$ cat src/hw/rtl/assert_macros.svh
// Assertion macros shared by the RTL of the irrigation pump controller.
// No dependencies; the macros expand to nothing when SYNTHESIS is defined.
`ifndef ASSERT_MACROS_SVH
`define ASSERT_MACROS_SVH

`ifndef SYNTHESIS

// Consequent must hold in the same cycle as the antecedent.
`define ASSERT_IMPLIES(label, clk, rst, ante, cons) \
  label: assert property (@(posedge clk) disable iff (rst) (ante) |-> (cons)) \
    else $error("assertion failed: same-cycle implication");

// Consequent must hold in the cycle after the antecedent.
`define ASSERT_NEXT(label, clk, rst, ante, cons) \
  label: assert property (@(posedge clk) disable iff (rst) (ante) |=> (cons)) \
    else $error("assertion failed: next-cycle implication");

`else

`define ASSERT_IMPLIES(label, clk, rst, ante, cons)
`define ASSERT_NEXT(label, clk, rst, ante, cons)

`endif

`endif

$ cat src/hw/rtl/ipc_pkg.sv
// Types and constants of the irrigation pump controller.
// No dependencies; used by the interfaces and the top level.
`timescale 1ns / 1ps
`default_nettype none

package ipc_pkg;

  localparam int FIELD_TIME_W = 32;
  localparam int PCT_W        = 7;
  localparam int STATUS_W     = 4;
  localparam int FAULT_W      = 8;
  localparam int APB_DATA_W   = 32;
  localparam int APB_ADDR_W   = 5;
  localparam int REG_IDX_W    = 3;

  typedef logic [PCT_W-1:0]        pct_t;
  typedef logic [STATUS_W-1:0]     status_t;
  typedef logic [FAULT_W-1:0]      fault_t;
  typedef logic [FIELD_TIME_W-1:0] ms_t;
  typedef logic [REG_IDX_W-1:0]    reg_idx_t;

  localparam status_t ST_OK          = 4'd0;
  localparam status_t ST_START       = 4'd1;
  localparam status_t ST_RUNNING     = 4'd2;
  localparam status_t ST_TARGET      = 4'd3;
  localparam status_t ST_COOLDOWN    = 4'd4;
  localparam status_t ST_TOO_SOON    = 4'd5;
  localparam status_t ST_CUTOFF      = 4'd6;
  localparam status_t ST_NO_WATER    = 4'd7;
  localparam status_t ST_MOIST_FAULT = 4'd8;
  localparam status_t ST_CRITICAL    = 4'd9;
  localparam status_t ST_TANK_FAULT  = 4'd10;

  localparam reg_idx_t REG_MOISTURE_LOW  = 3'd0;
  localparam reg_idx_t REG_MOISTURE_HIGH = 3'd1;
  localparam reg_idx_t REG_TANK_LOW      = 3'd2;
  localparam reg_idx_t REG_TANK_SAFE     = 3'd3;
  localparam reg_idx_t REG_COOLDOWN      = 3'd4;
  localparam reg_idx_t REG_MIN_INTERVAL  = 3'd5;
  localparam reg_idx_t REG_MAX_RUN       = 3'd6;
  localparam reg_idx_t REG_MAX_FAULTS    = 3'd7;

  localparam pct_t   RST_MOISTURE_LOW  = 7'd30;
  localparam pct_t   RST_MOISTURE_HIGH = 7'd60;
  localparam pct_t   RST_TANK_LOW      = 7'd10;
  localparam pct_t   RST_TANK_SAFE     = 7'd20;
  localparam ms_t    RST_COOLDOWN      = 32'd60000;
  localparam ms_t    RST_MIN_INTERVAL  = 32'd300000;
  localparam ms_t    RST_MAX_RUN       = 32'd30000;
  localparam fault_t RST_MAX_FAULTS    = 8'd5;
  localparam fault_t FAULT_SAT         = 8'd255;

endpackage

`default_nettype wire

$ cat src/hw/rtl/ipc_stream_if.sv
// Valid/ready channels of the irrigation pump controller: samples in, results out.
// Depends on ipc_pkg for the payload types.
`timescale 1ns / 1ps
`default_nettype none

interface ipc_smp_if;
  logic          valid;
  logic          ready;
  ipc_pkg::ms_t  now_ms;
  ipc_pkg::pct_t moisture_pct;
  logic          moisture_ok;
  ipc_pkg::pct_t tank_pct;
  logic          tank_ok;

  modport source (output valid, now_ms, moisture_pct, moisture_ok, tank_pct, tank_ok,
                  input ready);
  modport sink (input valid, now_ms, moisture_pct, moisture_ok, tank_pct, tank_ok,
                output ready);
endinterface

interface ipc_res_if;
  logic             valid;
  logic             ready;
  logic             pump_on;
  ipc_pkg::status_t status;
  ipc_pkg::fault_t  fault_count;
  ipc_pkg::ms_t     on_time_ms;

  modport source (output valid, pump_on, status, fault_count, on_time_ms, input ready);
  modport sink (input valid, pump_on, status, fault_count, on_time_ms, output ready);
endinterface

`default_nettype wire

$ cat src/hw/rtl/irrigation_pump_hysteresis_controller_top.sv
// Irrigation pump hysteresis controller: sample register, decision logic, result register.
// Depends on ipc_pkg, ipc_stream_if.sv and assert_macros.svh.
//
// Usage: control samples enter on the smp channel and one result per sample
// leaves on the res channel, both valid/ready. An item is taken when valid and
// ready are high at a rising clock edge. Thresholds and timers must be written
// through the APB port only while the block is idle; the block itself does not
// enforce this. Reads return the register value. A sample in the sample register
// feeds the decision logic, which loads the result register when that register
// is free; res.valid rises with the loaded result.
// Throughput is one item per cycle while res.ready stays high, set by the update
// of the pump state registers that each sample reads and writes.
// When the receiver stalls, the result register holds its item and the sample
// register holds the next one; smp.ready then drops until res.ready returns.
// Synchronous reset clears both stages, turns the pump off, sets the start and
// end times to never, clears the fault count and loads the default thresholds.
`timescale 1ns / 1ps
`default_nettype none
`include "assert_macros.svh"

module irrigation_pump_hysteresis_controller_top #(
  parameter int TIME_BITS = 32
) (
  input  logic                              clk,
  input  logic                              rst,
  ipc_smp_if.sink                           smp,
  ipc_res_if.source                         res,
  input  logic                              psel,
  input  logic                              penable,
  input  logic                              pwrite,
  input  logic [ipc_pkg::APB_ADDR_W-1:0]    paddr,
  input  logic [ipc_pkg::APB_DATA_W-1:0]    pwdata,
  output logic [ipc_pkg::APB_DATA_W-1:0]    prdata,
  output logic                              pready
);

  localparam int CW = (TIME_BITS > ipc_pkg::FIELD_TIME_W) ? TIME_BITS : ipc_pkg::FIELD_TIME_W;

  // Configuration registers.
  ipc_pkg::pct_t   moisture_low;
  ipc_pkg::pct_t   moisture_high;
  ipc_pkg::pct_t   tank_low;
  ipc_pkg::pct_t   tank_safe;
  ipc_pkg::ms_t    cooldown_ms;
  ipc_pkg::ms_t    min_interval_ms;
  ipc_pkg::ms_t    max_run_ms;
  ipc_pkg::fault_t max_faults;

  ipc_pkg::reg_idx_t reg_idx;
  logic              cfg_write;

  assign pready    = 1'b1;
  assign reg_idx   = paddr[ipc_pkg::APB_ADDR_W-1:2];
  assign cfg_write = psel && penable && pwrite;

  always_ff @(posedge clk) begin
    if (rst) begin
      moisture_low    <= ipc_pkg::RST_MOISTURE_LOW;
      moisture_high   <= ipc_pkg::RST_MOISTURE_HIGH;
      tank_low        <= ipc_pkg::RST_TANK_LOW;
      tank_safe       <= ipc_pkg::RST_TANK_SAFE;
      cooldown_ms     <= ipc_pkg::RST_COOLDOWN;
      min_interval_ms <= ipc_pkg::RST_MIN_INTERVAL;
      max_run_ms      <= ipc_pkg::RST_MAX_RUN;
      max_faults      <= ipc_pkg::RST_MAX_FAULTS;
    end else if (cfg_write) begin
      unique case (reg_idx)
        ipc_pkg::REG_MOISTURE_LOW:  moisture_low    <= pwdata[ipc_pkg::PCT_W-1:0];
        ipc_pkg::REG_MOISTURE_HIGH: moisture_high   <= pwdata[ipc_pkg::PCT_W-1:0];
        ipc_pkg::REG_TANK_LOW:      tank_low        <= pwdata[ipc_pkg::PCT_W-1:0];
        ipc_pkg::REG_TANK_SAFE:     tank_safe       <= pwdata[ipc_pkg::PCT_W-1:0];
        ipc_pkg::REG_COOLDOWN:      cooldown_ms     <= pwdata;
        ipc_pkg::REG_MIN_INTERVAL:  min_interval_ms <= pwdata;
        ipc_pkg::REG_MAX_RUN:       max_run_ms      <= pwdata;
        ipc_pkg::REG_MAX_FAULTS:    max_faults      <= pwdata[ipc_pkg::FAULT_W-1:0];
      endcase
    end
  end

  always_comb begin
    unique case (reg_idx)
      ipc_pkg::REG_MOISTURE_LOW:  prdata = ipc_pkg::APB_DATA_W'(moisture_low);
      ipc_pkg::REG_MOISTURE_HIGH: prdata = ipc_pkg::APB_DATA_W'(moisture_high);
      ipc_pkg::REG_TANK_LOW:      prdata = ipc_pkg::APB_DATA_W'(tank_low);
      ipc_pkg::REG_TANK_SAFE:     prdata = ipc_pkg::APB_DATA_W'(tank_safe);
      ipc_pkg::REG_COOLDOWN:      prdata = cooldown_ms;
      ipc_pkg::REG_MIN_INTERVAL:  prdata = min_interval_ms;
      ipc_pkg::REG_MAX_RUN:       prdata = max_run_ms;
      ipc_pkg::REG_MAX_FAULTS:    prdata = ipc_pkg::APB_DATA_W'(max_faults);
    endcase
  end

  // Sample register.
  logic          s1_valid;
  ipc_pkg::ms_t  s1_now_ms;
  ipc_pkg::pct_t s1_moisture_pct;
  logic          s1_moisture_ok;
  ipc_pkg::pct_t s1_tank_pct;
  logic          s1_tank_ok;

  // Result register.
  logic             out_valid;
  logic             out_pump_on;
  ipc_pkg::status_t out_status;
  ipc_pkg::fault_t  out_fault_count;
  ipc_pkg::ms_t     out_on_time_ms;

  logic out_free;
  logic s1_fire;
  logic smp_take;

  assign out_free = !out_valid || res.ready;
  assign s1_fire  = s1_valid && out_free;
  assign smp.ready = !s1_valid || out_free;
  assign smp_take = smp.valid && smp.ready;

  always_ff @(posedge clk) begin
    if (rst) begin
      s1_valid <= 1'b0;
    end else if (smp_take) begin
      s1_valid <= 1'b1;
    end else if (s1_fire) begin
      s1_valid <= 1'b0;
    end
  end

  always_ff @(posedge clk) begin
    if (smp_take) begin
      s1_now_ms       <= smp.now_ms;
      s1_moisture_pct <= smp.moisture_pct;
      s1_moisture_ok  <= smp.moisture_ok;
      s1_tank_pct     <= smp.tank_pct;
      s1_tank_ok      <= smp.tank_ok;
    end
  end

  // Pump state.
  logic                 pump_was_on;
  logic [TIME_BITS-1:0] run_start_ms;
  logic [TIME_BITS-1:0] last_start_ms;
  logic [TIME_BITS-1:0] last_end_ms;
  ipc_pkg::fault_t      fault_counter;

  logic                 pump_was_on_next;
  logic [TIME_BITS-1:0] run_start_ms_next;
  logic [TIME_BITS-1:0] last_start_ms_next;
  logic [TIME_BITS-1:0] last_end_ms_next;
  ipc_pkg::fault_t      fault_counter_next;

  logic [CW-1:0]        now_ext;
  logic [TIME_BITS-1:0] tnow;
  logic [TIME_BITS-1:0] el_end;
  logic [TIME_BITS-1:0] el_start;
  logic [TIME_BITS-1:0] el_run;
  logic [TIME_BITS-1:0] el_on;
  logic [CW-1:0]        on_ext;
  ipc_pkg::fault_t      fault_inc;
  logic                 cool_hit;
  logic                 soon_hit;
  logic                 cut_hit;
  logic                 has_water;
  logic                 can_water;
  logic                 pump;
  ipc_pkg::status_t     status;

  assign now_ext   = CW'(s1_now_ms);
  assign tnow      = now_ext[TIME_BITS-1:0];
  assign el_end    = tnow - last_end_ms;
  assign el_start  = tnow - last_start_ms;
  assign el_run    = tnow - run_start_ms;
  assign fault_inc = (fault_counter == ipc_pkg::FAULT_SAT) ? fault_counter
                                                           : fault_counter + 8'd1;
  assign cool_hit  = (last_end_ms != '0) && (CW'(el_end) < CW'(cooldown_ms));
  assign soon_hit  = (last_start_ms != '0) && (CW'(el_start) < CW'(min_interval_ms));
  assign cut_hit   = pump_was_on && (CW'(el_run) > CW'(max_run_ms));
  assign has_water = pump_was_on ? (s1_tank_pct > tank_low) : (s1_tank_pct > tank_safe);
  assign can_water = !cool_hit && !soon_hit && !cut_hit;

  always_comb begin
    pump_was_on_next   = pump_was_on;
    run_start_ms_next  = run_start_ms;
    last_start_ms_next = last_start_ms;
    last_end_ms_next   = last_end_ms;
    fault_counter_next = fault_counter;
    pump               = 1'b0;
    status             = ipc_pkg::ST_OK;
    if (!s1_moisture_ok) begin
      fault_counter_next = fault_inc;
      if (fault_inc >= max_faults) begin
        pump_was_on_next = 1'b0;
        status           = ipc_pkg::ST_CRITICAL;
      end else begin
        pump   = pump_was_on;
        status = ipc_pkg::ST_MOIST_FAULT;
      end
    end else begin
      fault_counter_next = '0;
      if (!s1_tank_ok) begin
        status = ipc_pkg::ST_TANK_FAULT;
      end else begin
        pump = pump_was_on;
        if (cool_hit) begin
          status = ipc_pkg::ST_COOLDOWN;
        end
        if (soon_hit) begin
          status = ipc_pkg::ST_TOO_SOON;
        end
        if (cut_hit) begin
          pump             = 1'b0;
          status           = ipc_pkg::ST_CUTOFF;
          last_end_ms_next = tnow;
        end
        if (can_water && has_water) begin
          if (pump_was_on) begin
            if (s1_moisture_pct >= moisture_high) begin
              pump             = 1'b0;
              last_end_ms_next = tnow;
              status           = ipc_pkg::ST_TARGET;
            end else begin
              status = ipc_pkg::ST_RUNNING;
            end
          end else if (s1_moisture_pct < moisture_low) begin
            pump               = 1'b1;
            run_start_ms_next  = tnow;
            last_start_ms_next = tnow;
            status             = ipc_pkg::ST_START;
          end else begin
            status = ipc_pkg::ST_OK;
          end
        end else if (!has_water) begin
          pump   = 1'b0;
          status = ipc_pkg::ST_NO_WATER;
        end
        pump_was_on_next = pump;
      end
    end
  end

  assign el_on  = tnow - run_start_ms_next;
  assign on_ext = CW'(el_on);

  always_ff @(posedge clk) begin
    if (rst) begin
      pump_was_on   <= 1'b0;
      run_start_ms  <= '0;
      last_start_ms <= '0;
      last_end_ms   <= '0;
      fault_counter <= '0;
    end else if (s1_fire) begin
      pump_was_on   <= pump_was_on_next;
      run_start_ms  <= run_start_ms_next;
      last_start_ms <= last_start_ms_next;
      last_end_ms   <= last_end_ms_next;
      fault_counter <= fault_counter_next;
    end
  end

  always_ff @(posedge clk) begin
    if (rst) begin
      out_valid <= 1'b0;
    end else if (s1_fire) begin
      out_valid <= 1'b1;
    end else if (res.ready) begin
      out_valid <= 1'b0;
    end
  end

  always_ff @(posedge clk) begin
    if (s1_fire) begin
      out_pump_on     <= pump;
      out_status      <= status;
      out_fault_count <= fault_counter_next;
      out_on_time_ms  <= pump ? on_ext[ipc_pkg::FIELD_TIME_W-1:0] : '0;
    end
  end

  assign res.valid       = out_valid;
  assign res.pump_on     = out_pump_on;
  assign res.status      = out_status;
  assign res.fault_count = out_fault_count;
  assign res.on_time_ms  = out_on_time_ms;

  `ASSERT_IMPLIES(a_pump_status, clk, rst, res.valid && res.pump_on,
                  res.status == ipc_pkg::ST_START || res.status == ipc_pkg::ST_RUNNING ||
                  res.status == ipc_pkg::ST_COOLDOWN || res.status == ipc_pkg::ST_TOO_SOON ||
                  res.status == ipc_pkg::ST_MOIST_FAULT)
  `ASSERT_IMPLIES(a_off_no_time, clk, rst, res.valid && !res.pump_on,
                  res.on_time_ms == '0)
  `ASSERT_IMPLIES(a_fault_count, clk, rst,
                  res.valid && (res.status == ipc_pkg::ST_MOIST_FAULT ||
                  res.status == ipc_pkg::ST_CRITICAL), res.fault_count != '0)
  `ASSERT_IMPLIES(a_start_times, clk, rst, $rose(pump_was_on),
                  run_start_ms == last_start_ms)
  `ASSERT_NEXT(a_state_on_fire, clk, rst, !s1_fire,
               $stable(pump_was_on) && $stable(fault_counter))

endmodule

`default_nettype wire
$ cat src/flat_wrapper.sv
// flat-port wrapper written by rule: the top's interface ports become plain ports
module irrigation_pump_hysteresis_controller_top_flat 
#(
  parameter int TIME_BITS = 32
)
  (clk, rst, psel, penable, pwrite, paddr, pwdata, prdata, pready, smp_valid, smp_now_ms, smp_moisture_pct, smp_moisture_ok, smp_tank_pct, smp_tank_ok, smp_ready, res_valid, res_pump_on, res_status, res_fault_count, res_on_time_ms, res_ready);
  ipc_smp_if smp_i ();
  ipc_res_if res_i ();
  input  logic clk;
  input  logic rst;
  input  logic psel;
  input  logic penable;
  input  logic pwrite;
  input  logic [ipc_pkg::APB_ADDR_W-1:0] paddr;
  input  logic [ipc_pkg::APB_DATA_W-1:0] pwdata;
  output logic [ipc_pkg::APB_DATA_W-1:0] prdata;
  output logic pready;
  input wire logic [$bits(smp_i.valid)-1:0] smp_valid;
  input wire logic [$bits(smp_i.now_ms)-1:0] smp_now_ms;
  input wire logic [$bits(smp_i.moisture_pct)-1:0] smp_moisture_pct;
  input wire logic [$bits(smp_i.moisture_ok)-1:0] smp_moisture_ok;
  input wire logic [$bits(smp_i.tank_pct)-1:0] smp_tank_pct;
  input wire logic [$bits(smp_i.tank_ok)-1:0] smp_tank_ok;
  output wire logic [$bits(smp_i.ready)-1:0] smp_ready;
  output wire logic [$bits(res_i.valid)-1:0] res_valid;
  output wire logic [$bits(res_i.pump_on)-1:0] res_pump_on;
  output wire logic [$bits(res_i.status)-1:0] res_status;
  output wire logic [$bits(res_i.fault_count)-1:0] res_fault_count;
  output wire logic [$bits(res_i.on_time_ms)-1:0] res_on_time_ms;
  input wire logic [$bits(res_i.ready)-1:0] res_ready;
  assign smp_i.valid = smp_valid;
  assign smp_i.now_ms = smp_now_ms;
  assign smp_i.moisture_pct = smp_moisture_pct;
  assign smp_i.moisture_ok = smp_moisture_ok;
  assign smp_i.tank_pct = smp_tank_pct;
  assign smp_i.tank_ok = smp_tank_ok;
  assign smp_ready = smp_i.ready;
  assign res_valid = res_i.valid;
  assign res_pump_on = res_i.pump_on;
  assign res_status = res_i.status;
  assign res_fault_count = res_i.fault_count;
  assign res_on_time_ms = res_i.on_time_ms;
  assign res_i.ready = res_ready;
  irrigation_pump_hysteresis_controller_top #(.TIME_BITS(TIME_BITS)) u_core (.clk(clk), .rst(rst), .smp(smp_i), .res(res_i), .psel(psel), .penable(penable), .pwrite(pwrite), .paddr(paddr), .pwdata(pwdata), .prdata(prdata), .pready(pready));
endmodule
$ cat config.mk
export PLATFORM = sky130hd
export DESIGN_NAME = irrigation_pump_hysteresis_controller_top_flat
export DESIGN_NICKNAME = d
export VERILOG_FILES = /design/src/hw/rtl/ipc_pkg.sv /design/src/hw/rtl/ipc_stream_if.sv /design/src/hw/rtl/irrigation_pump_hysteresis_controller_top.sv /design/src/flat_wrapper.sv
export VERILOG_INCLUDE_DIRS = /design/src /design/src/hw/rtl
export SDC_FILE = /design/constraint.sdc
export NUM_CORES = 1
export LEC_CHECK = 0
export BUFFER_PORTS_ARGS = -buffer_cell sky130_fd_sc_hd__buf_2
export CORE_AREA = 2 2 216 239
export CTS_CLUSTER_DIAMETER = 120
export DETAILED_ROUTE_END_ITERATION = 8
export DIE_AREA = 0 0 218 241
export SETUP_SLACK_MARGIN = 0.1
export SYNTH_ARGS = -nofsm -noshare
export SYNTH_HDL_FRONTEND = slang
export SYNTH_SLANG_ARGS = --single-unit
$ cat constraint.sdc
create_clock -name clk -period 19.2 [get_ports clk]
set_input_delay 3.84 -clock clk [delete_from_list [all_inputs] [get_ports clk]]
set_output_delay 3.84 -clock clk [all_outputs]
set_load 0.005 [all_outputs]
==> results.toml <==
[drt]
vias_per_cell = 5.44
antenna_left = 0
routedWlPerCell_um = 18.2
vias = 19200
drtIter0Drc = 1348
wl_um = 64100
drc = 0
drtPass1Iterations = 5

[synth]
synth_compound_area_frac = 0.184
synth_nets = 3043
ys_seq_elements = 332
synth_top_family_by_area = "compound AO/OA/AOI/OAI gates"
synth.distinct_cells = 87
netlist_area_um2 = 22300
synthArstFlopShare = 0
synth_largest_area_cell = "dfxtp_1"
synthXorXnorAreaFrac = 0.0420
synthMuxAreaShare = 0.0537
syn_avg_cell_area_um2 = 8.27
ys_seq_area_frac = 0.339
postSynthCellCount = 2700
synth-simple-area-share = 0.176
synth_top_area_frac = 0.214
synthAdderAreaFrac = 0.143
synthTopCellsByCount = "375 x nand2_1, 276 x a21oi_1, 257 x inv_1"
synth_edf_count = 93
synth-main-ff-cell = "dfxtp_1"
netlist_top_cells_area = "dfxtp_1 21%, ha_1 14%, edfxtp_1 13%"
ys_warn_count = 0
yosys.cell_count.top_type = "nand2_1"

[timing]
tightest_slew_ns = 1.22
timing.final.crit_period_ns = 10.78
fmax_mhz = 92.7
relSlewSlack = 0.186
drv_slew = 0
hold_violations = 0
fin_setup_tns_ns = 0
fin_crit_sh = 0.562
finalSetupViolCount = 0
rsz0062_at_grt = "false"
finClkSkew_ns = 0.0308

[critical_path]
reg2reg_depth = 43
worst-path-buf-inv = 4
critPathMaxStageDelay_ns = 0.90
crit_type = "reg2reg"
r2r_start = "u_core.now_ext[0]"
crit_path_frequent_cell = "a21oi_1"
critPathMaxFanout = 20
endpoint_kind = "flop"
critPathRequiredTime_ns = 19.51
worstPathArrival_ns = 11.09
slowest_stage = "nor4_1"
r2r-end = "u_core.res.on_time_ms[26]"
r2r_slack_ns = 8.42
start_kind = "flop"
cp_top_family = "compound AO/OA/AOI/OAI gates"

[die]
rows = 86
die_area_um2 = 52500
core_um2 = 49900
ios = 172
start_util = 0.447
die_h_um = 241
die_x_um = 218

[cts]
cts_hold_buf = 0
clock-sinks = 332
post_cts_buffers = 0
clk_path_buf_depth = 3
cts_tree = "yes"
root_buffer = "clkbuf_16"
h-tree-depth = 2
cts_resized = 0
cts_buffers = 40
insertion_delay_ns = 0.58
clkTransAtPathRegs_ns = 0.06

[finish]
fillers = 4830
drive_above_1_share = 0.100
syn2layout_area_growth_pct = 12.4
final_nets = 3168
finish.utilization = 0.503

[place]
io_buffers = 168
routabilityCongestion = 0.944
dp_hpwl_um = 48300

[power_and_ir_drop]
pwr-share-clk = 0.419
totalPowerFinal_mw = 1.83
p_per_area_nw_per_um2 = 72.7
ir_drop_mv = 0.0692
p_leak_nw = 9.97
combPwrFrac = 0.168
power_switching_mw = 0.513
p_int_mw = 1.31
switching_share = 0.281
pwr-share-seq = 0.412

[grt]
grt_usage = 0.242
antenna_found_initial = 7
grt_max_degree = 93
grt_overflow_total = 0
grt_pass1_vias = 18500
grt_pass1_wl_um = 100000

[min_path]
worstHoldPathCells = 2
hold_start = "u_core.run_start_ms[12]"
hold_path.class = "reg2reg"
hold_end = "u_core.run_start_ms[12]"

[flow_run]
maxCapViolations = 0

[outcome]
status = "finished clean"
[metal layers]
layer	part of all wire	global-route usage	vias up	routed length [µm]
met3	0.053	0.0365	99	3380
li1	-	-	9622	-
met1	0.49	0.346	8932	31300
met2	0.43	0.377	495	27700
met5	0.00047	0	-	30
met4	0.026	0.0707	6	1660
[sequential cells by signal, indices dropped and copies added, names as in the netlist, 32 cells and up]
register	flops
u_core.res.on_time_ms	32
u_core.max_run_ms	32
u_core.run_start_ms	32
u_core.last_start_ms	32
u_core.min_interval_ms	32
u_core.cooldown_ms	32
u_core.now_ext	32
u_core.last_end_ms	32
[stage by stage]
stage | hold WS [ns] | setup slack (ns) | instances | instance area, µm²
after floorplan | 0.436 | 9.91 | 2700 | 22300
after global placement | 0.441 | 8.72 | 3443 | 23800
after detailed placement | 0.446 | 8.54 | 3443 | 23800
after CTS | 0.455 | 8.45 | 3517 | 25100
after global routing | 0.482 | 7.62 | 3517 | 25100
final | 0.456 | 8.42 | 3521 | 25100
[area by class of cell]
type | count | area, µm² | area share
multi-input combinational | 2006 | 13400 | 0.534
sequential | 332 | 7580 | 0.302
clock buffer | 58 | 1130 | 0.0450
timing repair buffer | 186 | 982 | 0.0391
inverter | 259 | 972 | 0.0387
tap | 660 | 826 | 0.0329
clock inverter | 16 | 189 | 0.00753
antenna | 4 | 10.0 | 0.000399
[how the worst max path moves through the flow]
stage                                  from                        end  cells past startpoint
after global placement    u_core.now_ext[0]  u_core.res.on_time_ms[26]                     43
after detailed placement  u_core.now_ext[0]  u_core.res.on_time_ms[26]                     43
after global routing      u_core.now_ext[0]  u_core.res.on_time_ms[26]                     43
final                     u_core.now_ext[0]  u_core.res.on_time_ms[26]                     43
after CTS                 u_core.now_ext[0]  u_core.res.on_time_ms[26]                     43
after floorplan                    paddr[2]                 prdata[10]                      6
[worst register-to-register path, delay by kind of cell (launching register included)]
| family | cells | cell delay (ns) |
|---|---|---|
| and+or+nand+nor | 6 | 1.64 |
| xor gates and xnor gates | 1 | 0.19 |
| buffers and inverters | 4 | 0.64 |
| adders and majority gates | 5 | 1.67 |
| DFF | 1 | 0.41 |
| muxes | 1 | 0.32 |
| AOI/OAI and AO/OA | 26 | 5.64 |
[power by group through the flow]
stage / Clock [mW] / Sequential (mW) / Combinational, mW
2_1_floorplan: 0 / 0.760 / 0.214
3_3_place_gp: 0 / 0.767 / 0.294
3_5_place_dp: 0 / 0.767 / 0.302
4_1_cts: 0.786 / 0.752 / 0.305
5_1_grt: 0.811 / 0.755 / 0.343
6_report: 0.766 / 0.753 / 0.307
[cells in the final DEF, fill, tap and decap left out, types with 41 or more instances in the layout]
cell type / count
nand2_1: 374
a21oi_1: 276
inv_1: 257
ha_1: 247
nor2_1: 239
dfxtp_1: 239
buf_2: 167
o21ai_0: 104
mux2i_1: 104
edfxtp_1: 93
xnor2_1: 74
a21o_1: 70
nor2b_1: 48
clkbuf_16: 41
[kinds of logic (layout without fill, tap and decap cells)]
logic type               after synthesis  count (layout)
adder cells (fa/ha/maj)              254             254
AO/OA/AOI/OAI                        652             652
AND/OR/NAND/NOR                      879             879
multiplexers                         113             113
other                                  1               5
buffers and inverters                362             519
XOR/XNOR                             107             107
flip-flops                           332             332
Note: power is estimated with default switching activity, not from simulation.
